**src/design/assert_macros.svh**
```systemverilog
`ifndef ASSERT_MACROS_SVH
`define ASSERT_MACROS_SVH

// A condition that must hold at every clock edge out of reset.
`define ASSERT_ALWAYS(label, clk, rstn, expr, msg) \
    label: assert property (@(posedge clk) disable iff (!(rstn)) (expr)) \
        else $error(msg);

// A condition that must hold in the same cycle as its trigger.
`define ASSERT_IMPLIES(label, clk, rstn, ante, cons, msg) \
    label: assert property (@(posedge clk) disable iff (!(rstn)) (ante) |-> (cons)) \
        else $error(msg);

// A condition that must hold in the cycle after its trigger.
`define ASSERT_NEXT(label, clk, rstn, ante, cons, msg) \
    label: assert property (@(posedge clk) disable iff (!(rstn)) (ante) |=> (cons)) \
        else $error(msg);

`endif

```
**src/design/rat_pkg.sv**
```systemverilog
package rat_pkg;

    localparam int TIME_WIDTH   = 32;
    localparam int PERIOD_WIDTH = 8;
    localparam int STEP_CNT_W   = $clog2(TIME_WIDTH + 1);

    localparam logic OP_CHECK = 1'b0;
    localparam logic OP_START = 1'b1;

    typedef logic [TIME_WIDTH-1:0]   tick_t;
    typedef logic [PERIOD_WIDTH-1:0] period_t;

    typedef struct packed {
        logic    start;
        tick_t   dividend;
        period_t divisor;
    } rem_req_t;

    typedef struct packed {
        logic done;
        logic zero;
    } rem_rsp_t;

endpackage

```
**src/design/rat_rem_unit.sv**
```systemverilog
module rat_rem_unit (
    input  logic              clk,
    input  logic              rst_n,
    input  rat_pkg::rem_req_t req,
    output rat_pkg::rem_rsp_t rsp
);
    import rat_pkg::*;

    logic                  busy_reg;
    logic                  done_reg;
    logic [STEP_CNT_W-1:0] cnt_reg;
    tick_t                 shift_reg;
    period_t               rem_reg;
    period_t               div_reg;

    logic [PERIOD_WIDTH:0] partial;
    logic                  take;
    period_t               rem_next;

    always_comb
    begin
        partial  = {rem_reg, shift_reg[TIME_WIDTH-1]};
        take     = (partial >= {1'b0, div_reg});
        rem_next = take ? PERIOD_WIDTH'(partial - {1'b0, div_reg})
                        : PERIOD_WIDTH'(partial);
    end

    always_ff @(posedge clk or negedge rst_n)
    begin
        if (!rst_n)
        begin
            busy_reg  <= 1'b0;
            done_reg  <= 1'b0;
            cnt_reg   <= '0;
            shift_reg <= '0;
            rem_reg   <= '0;
            div_reg   <= '0;
        end
        else
        begin
            done_reg <= 1'b0;
            if (req.start)
            begin
                busy_reg  <= 1'b1;
                cnt_reg   <= STEP_CNT_W'(TIME_WIDTH);
                shift_reg <= req.dividend;
                rem_reg   <= '0;
                div_reg   <= req.divisor;
            end
            else if (busy_reg)
            begin
                rem_reg   <= rem_next;
                shift_reg <= {shift_reg[TIME_WIDTH-2:0], 1'b0};
                cnt_reg   <= cnt_reg - STEP_CNT_W'(1);
                if (cnt_reg == STEP_CNT_W'(1))
                begin
                    busy_reg <= 1'b0;
                    done_reg <= 1'b1;
                end
            end
        end
    end

    assign rsp.done = done_reg;
    assign rsp.zero = (rem_reg == '0);

endmodule

```
**src/design/recurring_alarm_timer_core.sv**
```systemverilog
// Recurring alarm checked against a free-running tick count. Each command
// transaction returns exactly one response transaction. A start command
// passes from idle to the finish state. A check command passes through the
// evaluate and finish states when the period is zero or the difference is
// negative, zero or below twice the period. It also passes through the
// division state when the remainder of the difference by the period is
// needed, where a single subtract-and-compare unit produces one remainder
// bit per cycle. A stalled response holds the finish state until the
// response register is free. The block takes one command at a time; the
// response register lets the next command enter while a response still
// waits to be taken. The period register is written through its own port,
// which is always ready; the user must write it only while the block is
// idle, which the block itself does not enforce.
`include "assert_macros.svh"

module recurring_alarm_timer_core (
    input  logic                      clk,
    input  logic                      rst_n,
    input  logic                      cmd_valid,
    output logic                      cmd_stall,
    input  logic                      opcode,
    input  rat_pkg::tick_t            now,
    input  rat_pkg::tick_t            offset,
    output logic                      rsp_valid,
    input  logic                      rsp_stall,
    output logic                      fire,
    input  logic                      cfg_valid,
    output logic                      cfg_ready,
    input  rat_pkg::period_t          period
);
    import rat_pkg::*;

    typedef enum logic [1:0] {
        S_IDLE,
        S_EVAL,
        S_DIV,
        S_FIN
    } state_t;

    state_t   state_reg;
    period_t  period_reg;
    tick_t    anchor_reg;
    tick_t    now_reg;
    tick_t    diff_reg;
    logic     fire_pend_reg;
    logic     upd_reg;
    logic     rsp_valid_reg;
    logic     fire_reg;

    rem_req_t rem_req;
    rem_rsp_t rem_rsp;

    logic     cmd_accept;
    logic     out_free;
    logic     fin_load;
    tick_t    period_ext;
    tick_t    twice_ext;
    logic     need_div;

    assign cmd_stall  = (state_reg != S_IDLE);
    assign cmd_accept = cmd_valid && !cmd_stall;
    assign cfg_ready  = 1'b1;
    assign out_free   = !rsp_valid_reg || !rsp_stall;
    assign fin_load   = (state_reg == S_FIN) && out_free;

    always_comb
    begin
        period_ext = TIME_WIDTH'(period_reg);
        twice_ext  = TIME_WIDTH'({period_reg, 1'b0});
        need_div   = (period_reg != '0) && !diff_reg[TIME_WIDTH-1]
                     && (diff_reg != '0) && (diff_reg >= twice_ext);
    end

    assign rem_req.start    = (state_reg == S_EVAL) && need_div;
    assign rem_req.dividend = diff_reg;
    assign rem_req.divisor  = period_reg;

    rat_rem_unit u_rem (
        .clk   (clk),
        .rst_n (rst_n),
        .req   (rem_req),
        .rsp   (rem_rsp)
    );

    always_ff @(posedge clk or negedge rst_n)
    begin
        if (!rst_n)
        begin
            state_reg     <= S_IDLE;
            period_reg    <= '0;
            anchor_reg    <= '0;
            now_reg       <= '0;
            diff_reg      <= '0;
            fire_pend_reg <= 1'b0;
            upd_reg       <= 1'b0;
            rsp_valid_reg <= 1'b0;
            fire_reg      <= 1'b0;
        end
        else
        begin
            if (cfg_valid && cfg_ready)
            begin
                period_reg <= period;
            end

            if (rsp_valid_reg && !rsp_stall && !fin_load)
            begin
                rsp_valid_reg <= 1'b0;
            end

            unique case (state_reg)
                S_IDLE:
                begin
                    if (cmd_accept)
                    begin
                        if (opcode == OP_START)
                        begin
                            anchor_reg    <= now + offset;
                            fire_pend_reg <= 1'b0;
                            upd_reg       <= 1'b0;
                            state_reg     <= S_FIN;
                        end
                        else
                        begin
                            now_reg   <= now;
                            diff_reg  <= now - anchor_reg;
                            state_reg <= S_EVAL;
                        end
                    end
                end
                S_EVAL:
                begin
                    priority if (period_reg == '0 || diff_reg[TIME_WIDTH-1])
                    begin
                        fire_pend_reg <= 1'b0;
                        upd_reg       <= 1'b0;
                        state_reg     <= S_FIN;
                    end
                    else if (diff_reg == '0)
                    begin
                        fire_pend_reg <= 1'b1;
                        upd_reg       <= 1'b0;
                        state_reg     <= S_FIN;
                    end
                    else if (diff_reg < period_ext)
                    begin
                        fire_pend_reg <= 1'b0;
                        upd_reg       <= 1'b0;
                        state_reg     <= S_FIN;
                    end
                    else if (diff_reg < twice_ext)
                    begin
                        fire_pend_reg <= 1'b1;
                        upd_reg       <= 1'b1;
                        state_reg     <= S_FIN;
                    end
                    else
                    begin
                        state_reg <= S_DIV;
                    end
                end
                S_DIV:
                begin
                    if (rem_rsp.done)
                    begin
                        fire_pend_reg <= rem_rsp.zero;
                        upd_reg       <= rem_rsp.zero;
                        state_reg     <= S_FIN;
                    end
                end
                S_FIN:
                begin
                    if (out_free)
                    begin
                        rsp_valid_reg <= 1'b1;
                        fire_reg      <= fire_pend_reg;
                        if (upd_reg)
                        begin
                            anchor_reg <= now_reg;
                        end
                        state_reg <= S_IDLE;
                    end
                end
                default:
                begin
                    state_reg <= S_IDLE;
                end
            endcase
        end
    end

    assign rsp_valid = rsp_valid_reg;
    assign fire      = fire_reg;

    `ASSERT_IMPLIES(a_rem_done_in_div, clk, rst_n, rem_rsp.done, state_reg == S_DIV,
        "remainder unit finished outside the division state")
    `ASSERT_IMPLIES(a_div_only_valid, clk, rst_n, rem_req.start,
        (period_reg != '0) && !diff_reg[TIME_WIDTH-1],
        "remainder started with zero period or negative difference")
    `ASSERT_IMPLIES(a_reanchor_fires, clk, rst_n, (state_reg == S_FIN) && upd_reg,
        fire_pend_reg, "re-anchor requested without a fire")
    `ASSERT_NEXT(a_anchor_stable, clk, rst_n, !cmd_accept && !(fin_load && upd_reg),
        $stable(anchor_reg), "anchor changed without a start or a re-anchor")

endmodule
```
**config.mk**
```make
export PLATFORM = sky130hd
export DESIGN_NAME = recurring_alarm_timer_core
export DESIGN_NICKNAME = d
export VERILOG_FILES = /design/src/design/rat_pkg.sv /design/src/design/rat_rem_unit.sv /design/src/design/recurring_alarm_timer_core.sv
export VERILOG_INCLUDE_DIRS = /design/src /design/src/design
export SDC_FILE = /design/constraint.sdc
export NUM_CORES = 1
export LEC_CHECK = 0
export BUFFER_PORTS_ARGS = -buffer_cell sky130_fd_sc_hd__buf_4
export CAP_MARGIN = 20
export CORE_ASPECT_RATIO = 0.5
export CORE_MARGIN = 2
export CORE_UTILIZATION = 45
export CTS_CLUSTER_DIAMETER = 40
export DETAILED_ROUTE_END_ITERATION = 7
export GPL_ROUTABILITY_DRIVEN = 0
export GPL_TIMING_DRIVEN = 0
export PLACE_DENSITY_LB_ADDON = 0.1
export SYNTH_ARGS = -nofsm -noshare
export SYNTH_HDL_FRONTEND = slang
export SYNTH_SLANG_ARGS = --single-unit
```
**constraint.sdc**
```tcl
create_clock -name clk -period 4.2 [get_ports clk]
set_input_delay 0.42 -clock clk [delete_from_list [all_inputs] [get_ports clk]]
set_output_delay 0.42 -clock clk [all_outputs]
set_load 0.005 [all_outputs]
```
Word-level counts from Yosys, hierarchy flattened. Index checks and enable logic that the tools add are counted.

Latch bits: 0. Register bits after elaboration: 166. Input port bits: 78. Output and inout bits: 4. Memory bits (writable): 0. Memories kept: 0. Memory bits (read-only): 0. Word-level logic and storage cells: 105.

Reductions and logical operators: 30. Add/sub/neg operators: 4. Eq/ne operators: 10. Div/mod/pow operators: 0. $lt $le $gt $ge: 4. Shift-type cells: 0. Multipliers: 0. Mux-type cells: 41. Bitwise operators: 1.

Operators with widths (count): 2-to-1 mux 32 bit (6); case mux 32 bit (2 select lines) (1); adder 32 bit (1); >= comparator 32 x 9 -> 1 bit (1); zero test 32 bit (1); < comparator 32 x 8 -> 1 bit (1); < comparator 32 x 9 -> 1 bit (1); nonzero test 32 bit (1); subtractor 32 bit (1); 2-to-1 mux 8 bit (3); 2-to-1 mux 1 bit (22); zero test 8 bit (2); 2-to-1 mux 6 bit (2); AND reduction 5 bit (2); >= comparator 9 x 8 -> 1 bit (1); logical AND 1 bit (8); 2-to-1 mux 2 bit (4); inequality test 2 bit (second input constant) (4); case mux 2 bit (4 select lines) (1); nonzero test 8 bit (1); subtractor 8 bit (1); == test 6 x 1 -> 1 bit (second input constant) (1); case mux 1 bit (3 select lines) (2); AND reduction 3 bit (2); other kinds (12) (20).

Logic depth before layout (Yosys ltp). Gate-level depths: netlist of the first run.

Depth in word-level cells: 8. Mapped depth: 13. Depth with buffers taken out: 12.

By module. Synthesis of the first run repeated with hierarchy kept, for this count alone.

Cell total of the unflattened synthesis: 1282. Area, all modules: 11155.7 um^2.

By module, submodules not included: recurring_alarm_timer_core (sequential area each 2752.6 um^2, times used 1, cells an instance 975, area an instance 8175.3 um^2); rat_rem_unit (sequential area each 1401.3 um^2, times used 1, cells an instance 307, area an instance 2980.4 um^2).

Worst setup path after synthesis of the first run. OpenSTA, ideal clock, no wires.

Path kind: input -> register. Start point: input now[0]. End point: register diff_reg[30]. Data required time: 4071 ps. Arrival: 2643 ps. Setup slack: 1428 ps. Buffers on the path: 0. Stages on the path: 12. Cell sequence: inv_1 -> ha_1 -> fa_1 -> nand2b_1 -> a21oi_2 -> o21ai_1 -> a21oi_4 -> o21ai_1 -> o211ai_2 -> o2111ai_1 -> and4b_1 -> a2111o_1.

Cells in the longest elaborated chain, start to end: 1.

RTL lines: start: declaration (line recurring_alarm_timer_core.sv:22) `input rat_pkg::tick_t now,`; subtractor 32 bit (line recurring_alarm_timer_core.sv:126) `diff_reg <= now - anchor_reg;`; end signal: assignment (line recurring_alarm_timer_core.sv:126); end: declaration (line recurring_alarm_timer_core.sv:44) `tick_t diff_reg;`.

No other way between the ends. A chain may end at the register's enable or synchronous reset.

Worst setup path in the final report of the first run.
Start point: register anchor_reg[0]. End point: register diff_reg[30].

Cells in the longest elaborated chain, start to end: 1.

RTL lines: start: declaration (line recurring_alarm_timer_core.sv:42) `tick_t anchor_reg;`; start signal: assignment (line recurring_alarm_timer_core.sv:118) `anchor_reg <= now + offset;`; start signal: assignment (line recurring_alarm_timer_core.sv:179) `anchor_reg <= now_reg;`; subtractor 32 bit (line recurring_alarm_timer_core.sv:126).

No other way between the ends.

==> run_results.csv, run 1 <==
group,metric,value,unit
run_status,status,"completed",
die,die_w,226,um
min_path,hold_path_end,"period_reg[2]",
clocking,cts-root-buf,"clkbuf_16",
place,dpl_worst_slack,0.995,ns
yosys,synth_nets,1402,
layout,layout_common_cells,"dfrtp_1, nand2_1, ha_1",
drt,vias_per_cell,5.48,
critical_path,r2r_end,"diff_reg[30]",
drt,drtIter0Drc,740,
timing,post-route-period-util,70.7,%
critical_path,reg2reg_setup_slack,1.23,ns
yosys,syn_inst,1230,
power,switchingPower,4010,uW
layout,num-nets-final,1503,
yosys,syn_avg_cell_area,8.99,um2
critical_path,cp.required,4.52,ns
timing,drv_slew,0,
die,start_util,45.9,%
layout,n_fill_cell,2278,
min_path,hold_start,"period[2]",
critical_path,cp-end-kind,"flip-flop",
min_path,min_path_type,"in2reg",
yosys,synthArstFlopShare,100,%
drt,vias,9207,
global_routing,grt_pass1_wl,47300,um
layout,stdcell_count,1680,
clocking,cts_tree,"yes",
timing,setup_violations,0,
die,ios,82,
place,dp_hpwl,22400,um
critical_path,startpoint,"anchor_reg[0]",
place,dp_cells,1647,
critical_path,critPathMostFrequentCell,"o21ai_1",
critical_path,slowest_delay,0.41,ns
critical_path,cp_max_fo,5,
yosys,synth_area,0.0111,mm2
timing,worstMarginPinSlew,0.880,ns
layout,final_core_util,52.7,%
place,io_buffer_count,80,
drt,route.detailed.drc,0,
layout,diodes,0,
die,die_h,115,um
flow_run,drv_cap,0,
layout,final_common_cell,"dfrtp_1",
power,power_switching_share,43.8,%
global_routing,antenna_found_initial,0,
global_routing,grt_max_degree,91,
layout,area_growth,14.8,%
critical_path,cp_slowest_cell,"fa_1",
critical_path,worstPathArrival,3.29,ns
critical_path,r2r_start,"anchor_reg[0]",
yosys,ys_ff_latch,166,
drt,antenna_left,0,
critical_path,crit_chain,"ha_1 > fa_1 > nand2b_1 > a21oi_2 > o21ai_1 > a21oi_4 > o21ai_1 > o211ai_2 > o2111ai_1 > and4b_1 > a2111o_1",
drt,wl_per_cell,17.3,um
min_path,hold-path-cell-count,3,
critical_path,rr_worst_depth,11,
clocking,clk_pin_slew_worst_paths,0.07,ns
drt,firstDrtPassIters,7,
yosys,yosysSeqAreaShare,37.6,%
timing,max_slew_margin,41.1,%
yosys,ys.flop_type,"dfrtp_1",
power,power_leakage,0.00605,uW
clocking,clk_latency,0.44,ns
layout,regArea,0.00415,mm2
power,p_per_area,721,mW/mm2
timing,finalHoldViolations,0,
global_routing,grtUsageTotal,23.3,%
timing,setup_ws,1.23,ns
die,die_area,0.0259,mm2
drt,wl,29100,um
yosys,synth_edf_count,0,
power,ir_worst_vdd,0.000360,V
power,power_frac_clock,16.9,%
die,rows,40,
timing,period_needed,2.97,ns
critical_path,critical_path_class,"reg2reg",
clocking,postCtsSetupRepairBufs,0,
timing,skew,0.00808,ns
timing,tns,0,ns
yosys,ys_warn_count,0,
power,seq_power_share,30.3,%
global_routing,grt_overflow,0,
power,pwr-share-comb,52.8,%
clocking,h-tree-depth,4,
clocking,clock-sinks,166,
yosys,synth.distinct_cells,77,
timing,clock.fmax,0.337,GHz
timing,rsz0062_at_grt,"false",
die,fp.coreArea,0.0241,mm2
layout,multi_input_area,0.00639,mm2
clocking,cts_buffers,17,
global_routing,grt_pass1_vias,9029,
clocking,clk_path_buf_depth,2,
critical_path,critical_path.startpoint_type,"flip-flop",
layout,drive_above_1_share,13.5,%
power,internal-power,5140,uW
kinds of logic after synthesis:
kind of cell | share of synthesized area [%]
compound gates | 21.0
flops | 37.6
fa+ha+maj | 10.8
xor+xnor | 4.36
simple gates | 14.4
mux | 7.19
other cells | 0.0339
buf+inv | 4.62
cells in the mapped netlist, types with 3 or more instances:
cell / number / area, um2
o21ai_1: 67 / 335
and3_1: 11 / 68.8
or3_1: 4 / 25.0
nor2b_1: 12 / 75.1
a21o_1: 28 / 210
fa_1: 3 / 60.1
dfrtp_1: 166 / 4150
o31ai_1: 3 / 22.5
o21bai_1: 4 / 30.0
mux2i_1: 40 / 400
nor4b_1: 3 / 26.3
buf_2: 9 / 45.0
a21oi_1: 85 / 425
mux2_2: 34 / 383
nand2_1: 141 / 529
or2_2: 4 / 25.0
nor3b_1: 4 / 30.0
o31a_1: 3 / 26.3
a21boi_1: 9 / 67.6
ha_1: 91 / 1140
o21ai_0: 64 / 320
a31oi_1: 9 / 56.3
inv_1: 80 / 300
a21oi_2: 6 / 52.6
buf_1: 5 / 18.8
a211oi_1: 26 / 195
xor2_1: 22 / 193
nor3_1: 21 / 105
a22oi_1: 3 / 22.5
and2_1: 3 / 18.8
o21a_1: 13 / 97.6
nand4_1: 13 / 81.3
nor2_1: 77 / 289
nand2b_1: 14 / 87.6
nor4_1: 10 / 62.6
xnor2_1: 33 / 289
o211ai_1: 10 / 75.1
clkbuf_1: 34 / 128
nand3_1: 17 / 85.1
or4_1: 4 / 30.0
what timing repair did:
item / CTS / global route
endpoints found under the hold margin: 48 / 0
gates resized for setup: 0 / 0
hold buffers: 1 / 0
layer usage:
layer | track usage (%) | vias to the layer above | wire [um]
li1 | - | 4584 | -
met1 | 35.6 | 4386 | 15700
met2 | 35.1 | 209 | 12000
met3 | 3.40 | 28 | 1130
met4 | 5.03 | 0 | 321
met5 | 0 | - | 0
through the flow:
step / hold WS (ns) / instance area (um2) / power (uW)
after global placement: 0.466 / 12100 / 7420
final: 0.188 / 12700 / 9150
after floorplan: 0.124 / 11100 / 6270
after global routing: 0.192 / 12700 / 9910
after CTS: 0.174 / 12700 / 9160
after detailed placement: 0.435 / 12100 / 7570
final cells by class:
cell class / instances / area share (%)
clock buffers: 17 / 3.35
clock inverters: 15 / 1.10
repair buffers: 82 / 5.09
multi-input cells: 934 / 50.4
well taps: 336 / 3.31
plain buffers: 50 / 1.66
flip-flops and latches: 166 / 32.7
inverters: 80 / 2.37
power by group through the flow:
stage / Combinational (uW) / Sequential, uW / Clock, uW
floorplan: 3620 / 2640 / 0
global placement: 4660 / 2760 / 0
detailed placement: 4770 / 2790 / 0
CTS: 4810 / 2770 / 1580
global route: 5400 / 2870 / 1650
finish: 4830 / 2770 / 1550
worst max-delay path: cells and delay by family (launching register included):
| family | cells | cell delay (ns) |
|---|---|---|
| compound gates | 7 | 1.44 |
| fa+ha+maj | 2 | 0.62 |
| flops | 1 | 0.38 |
| simple gates | 2 | 0.40 |
worst max path at each step:
stage and to:
2_1_floorplan diff_reg[30], 4_1_cts diff_reg[30], 3_3_place_gp anchor_reg[28], 6_report diff_reg[30], 5_1_grt diff_reg[30], 3_5_place_dp anchor_reg[28]
No activity file was read; power rests on OpenSTA's default activity.
==> run 2, diff against run 1 <==
- clock period: 4.2 -> 2.55 ns (I/O delays scaled with it)
==> run_results.csv, run 2 (synthesis results as in run 1) <==
group,metric,value,unit
timing,period_needed,2.61,ns
clocking,cts_tree,"yes",
critical_path,cp.required,2.87,ns
global_routing,grtUsageTotal,24.6,%
critical_path,reg2reg_setup_slack,-0.06,ns
run_status,violations,"negative setup slack",
drt,drtIter0Drc,701,
critical_path,cp-end-kind,"flip-flop",
die,die_area,0.0259,mm2
die,ios,82,
min_path,min_path_type,"in2reg",
power,seq_power_share,27.1,%
die,rows,40,
place,placed_area,0.0121,mm2
layout,diodes,0,
critical_path,crit_chain,"inv_2 > ha_4 > a21oi_1 > o21ai_1 > a21o_1 > or3_4 > o21ai_4 > o211ai_2 > o2111ai_2 > nor3_1 > a2111o_1",
die,die_w,226,um
power,power_frac_clock,15.6,%
clocking,clock-sinks,166,
critical_path,crit_family,"compound AO/OA/AOI/OAI gates",
power,power_leakage,0.00652,uW
power,power_switching_share,43.2,%
timing,worstMarginPinSlew,0.677,ns
global_routing,grt_pass1_wl,49700,um
layout,num-nets-final,1546,
timing,rsz0062_at_grt,"true",
min_path,hold_path_end,"period_reg[4]",
die,fp.coreArea,0.0241,mm2
drt,firstDrtPassIters,5,
critical_path,critical_path_class,"reg2reg",
power,p_per_area,1230,mW/mm2
drt,wl_per_cell,18.0,um
critical_path,r2r_start,"anchor_reg[17]",
min_path,hold_start,"period[4]",
timing,setup_violations,2,
layout,final_common_cell,"dfrtp_1",
power,switchingPower,7380,uW
clocking,cts-root-buf,"clkbuf_16",
timing,setup_ws,-0.0628,ns
timing,clock.fmax,0.383,GHz
layout,area_growth,25.7,%
die,die_h,115,um
global_routing,grt.busiest_layer,"met1",
global_routing,grt_pass1_vias,9372,
power,ir_worst_vdd,0.000623,V
global_routing,antenna_found_initial,0,
timing,skew,0.00927,ns
place,io_buffer_count,80,
run_status,status,"complete, but fails checks",
layout,stdcell_count,1723,
global_routing,grtUsageMet1,36.8,%
layout,drive_above_1_share,25.7,%
critical_path,r2r_end,"diff_reg[30]",
clocking,clk_path_buf_depth,2,
timing,drv_slew,0,
min_path,hold-path-cell-count,3,
critical_path,worstPathArrival,2.93,ns
global_routing,grt_max_degree,92,
drt,antenna_left,0,
layout,fin_area,0.0139,mm2
clocking,clk_latency,0.44,ns
critical_path,slowest_delay,0.39,ns
clocking,clk_pin_slew_worst_paths,0.07,ns
power,pwr-share-comb,57.3,%
flow_run,drv_cap,0,
clocking,h-tree-depth,4,
global_routing,grt_overflow,0,
power,internal-power,9720,uW
drt,route.detailed.drc,0,
clocking,cts_buffers,17,
place,dp_hpwl,22400,um
die,start_util,45.9,%
drt,vias_per_cell,5.57,
critical_path,critical_path.startpoint_type,"flip-flop",
critical_path,critPathBufInv,1,
timing,post-route-period-util,102,%
critical_path,cp_slowest_cell,"a2111o_1",
timing,max_slew_margin,53.7,%
global_routing,gr-usage-met3,4.29,%
global_routing,globalRouteMet2Util,36.5,%
drt,wl,31000,um
layout,layout_common_cells,"dfrtp_1, nand2_1, buf_4",
critical_path,cp_max_fo,6,
timing,finalHoldViolations,0,
critical_path,rr_worst_depth,11,
place,dp_cells,1647,
drt,vias,9602,
==> run 2: repair_timing <==
item,in CTS,in global routing
cloned,1,3
endpoints found under the setup margin,150,118
pin swaps,19,53
setup buffers,19,22
endpoints found under the hold margin,75,0
gates resized for setup,52,153
hold buffers,1,0
==> run 2: metal layers <==
metal / wire length, um / part of all wire (%) / vias to the layer above
met4: 437 / 1.4 / 0
met2: 13300 / 43 / 215
met1: 15900 / 51 / 4690
li1: - / - / 4666
met3: 1400 / 4.5 / 31
met5: 0 / 0 / -
==> run 2: worst max path at each step <==
| stage | from | endpoint | slack, ns | depth (start not counted) |
|---|---|---|---|---|
| after floorplan | anchor_reg[0] | diff_reg[30] | 0.002 | 11 |
| after global placement | now[0] | anchor_reg[28] | -0.46 | 13 |
| after global routing | anchor_reg[17] | diff_reg[30] | -0.12 | 11 |
| after CTS | anchor_reg[0] | diff_reg[28] | -0.04 | 13 |
| final | anchor_reg[17] | diff_reg[30] | -0.06 | 11 |
| after detailed placement | now[0] | anchor_reg[28] | -0.52 | 13 |
==> run 2: area by class of cell <==
| class | instances | area [um2] |
|---|---|---|
| tap | 336 | 420 |
| clock inverter | 15 | 168 |
| clock buffer | 17 | 425 |
| timing repair buffer | 126 | 1030 |
| inverter | 80 | 300 |
| sequential | 166 | 4160 |
| multi-input combinational | 934 | 7080 |
| fill | 2142 | 10200 |
| buffer | 49 | 307 |
==> run 2: metrics by stage <==
stage	power, uW	setup slack (ns)	util (%)	hold WS (ns)	setup TNS [ns]
2_1_floorplan	10400	0.00238	-	-0.0406	0
3_5_place_dp	12500	-0.521	50.4	0.270	-28.47
5_1_grt	18400	-0.119	57.7	0.0371	-1.36
3_3_place_gp	12300	-0.459	50.3	0.469	-23.80
6_report	17100	-0.0628	57.7	0.0309	-0.0918
4_1_cts	15700	-0.0442	54.3	0.0146	-0.0741
==> run 2: power groups by stage <==
stage,registers [uW],logic (uW),clock network [uW]
2_1_floorplan,4360,6010,0
3_3_place_gp,4560,7690,0
3_5_place_dp,4620,7890,0
4_1_cts,4570,8450,2700
5_1_grt,4790,10800,2810
6_report,4640,9790,2670
==> run 2: worst register-to-register path, delay by kind of cell, from the launching register on <==
family / cells / cell delay [ns]
compound gates: 7 / 1.37
fa+ha+maj: 1 / 0.23
buf+inv: 1 / 0.09
flops: 1 / 0.38
simple gates: 2 / 0.43
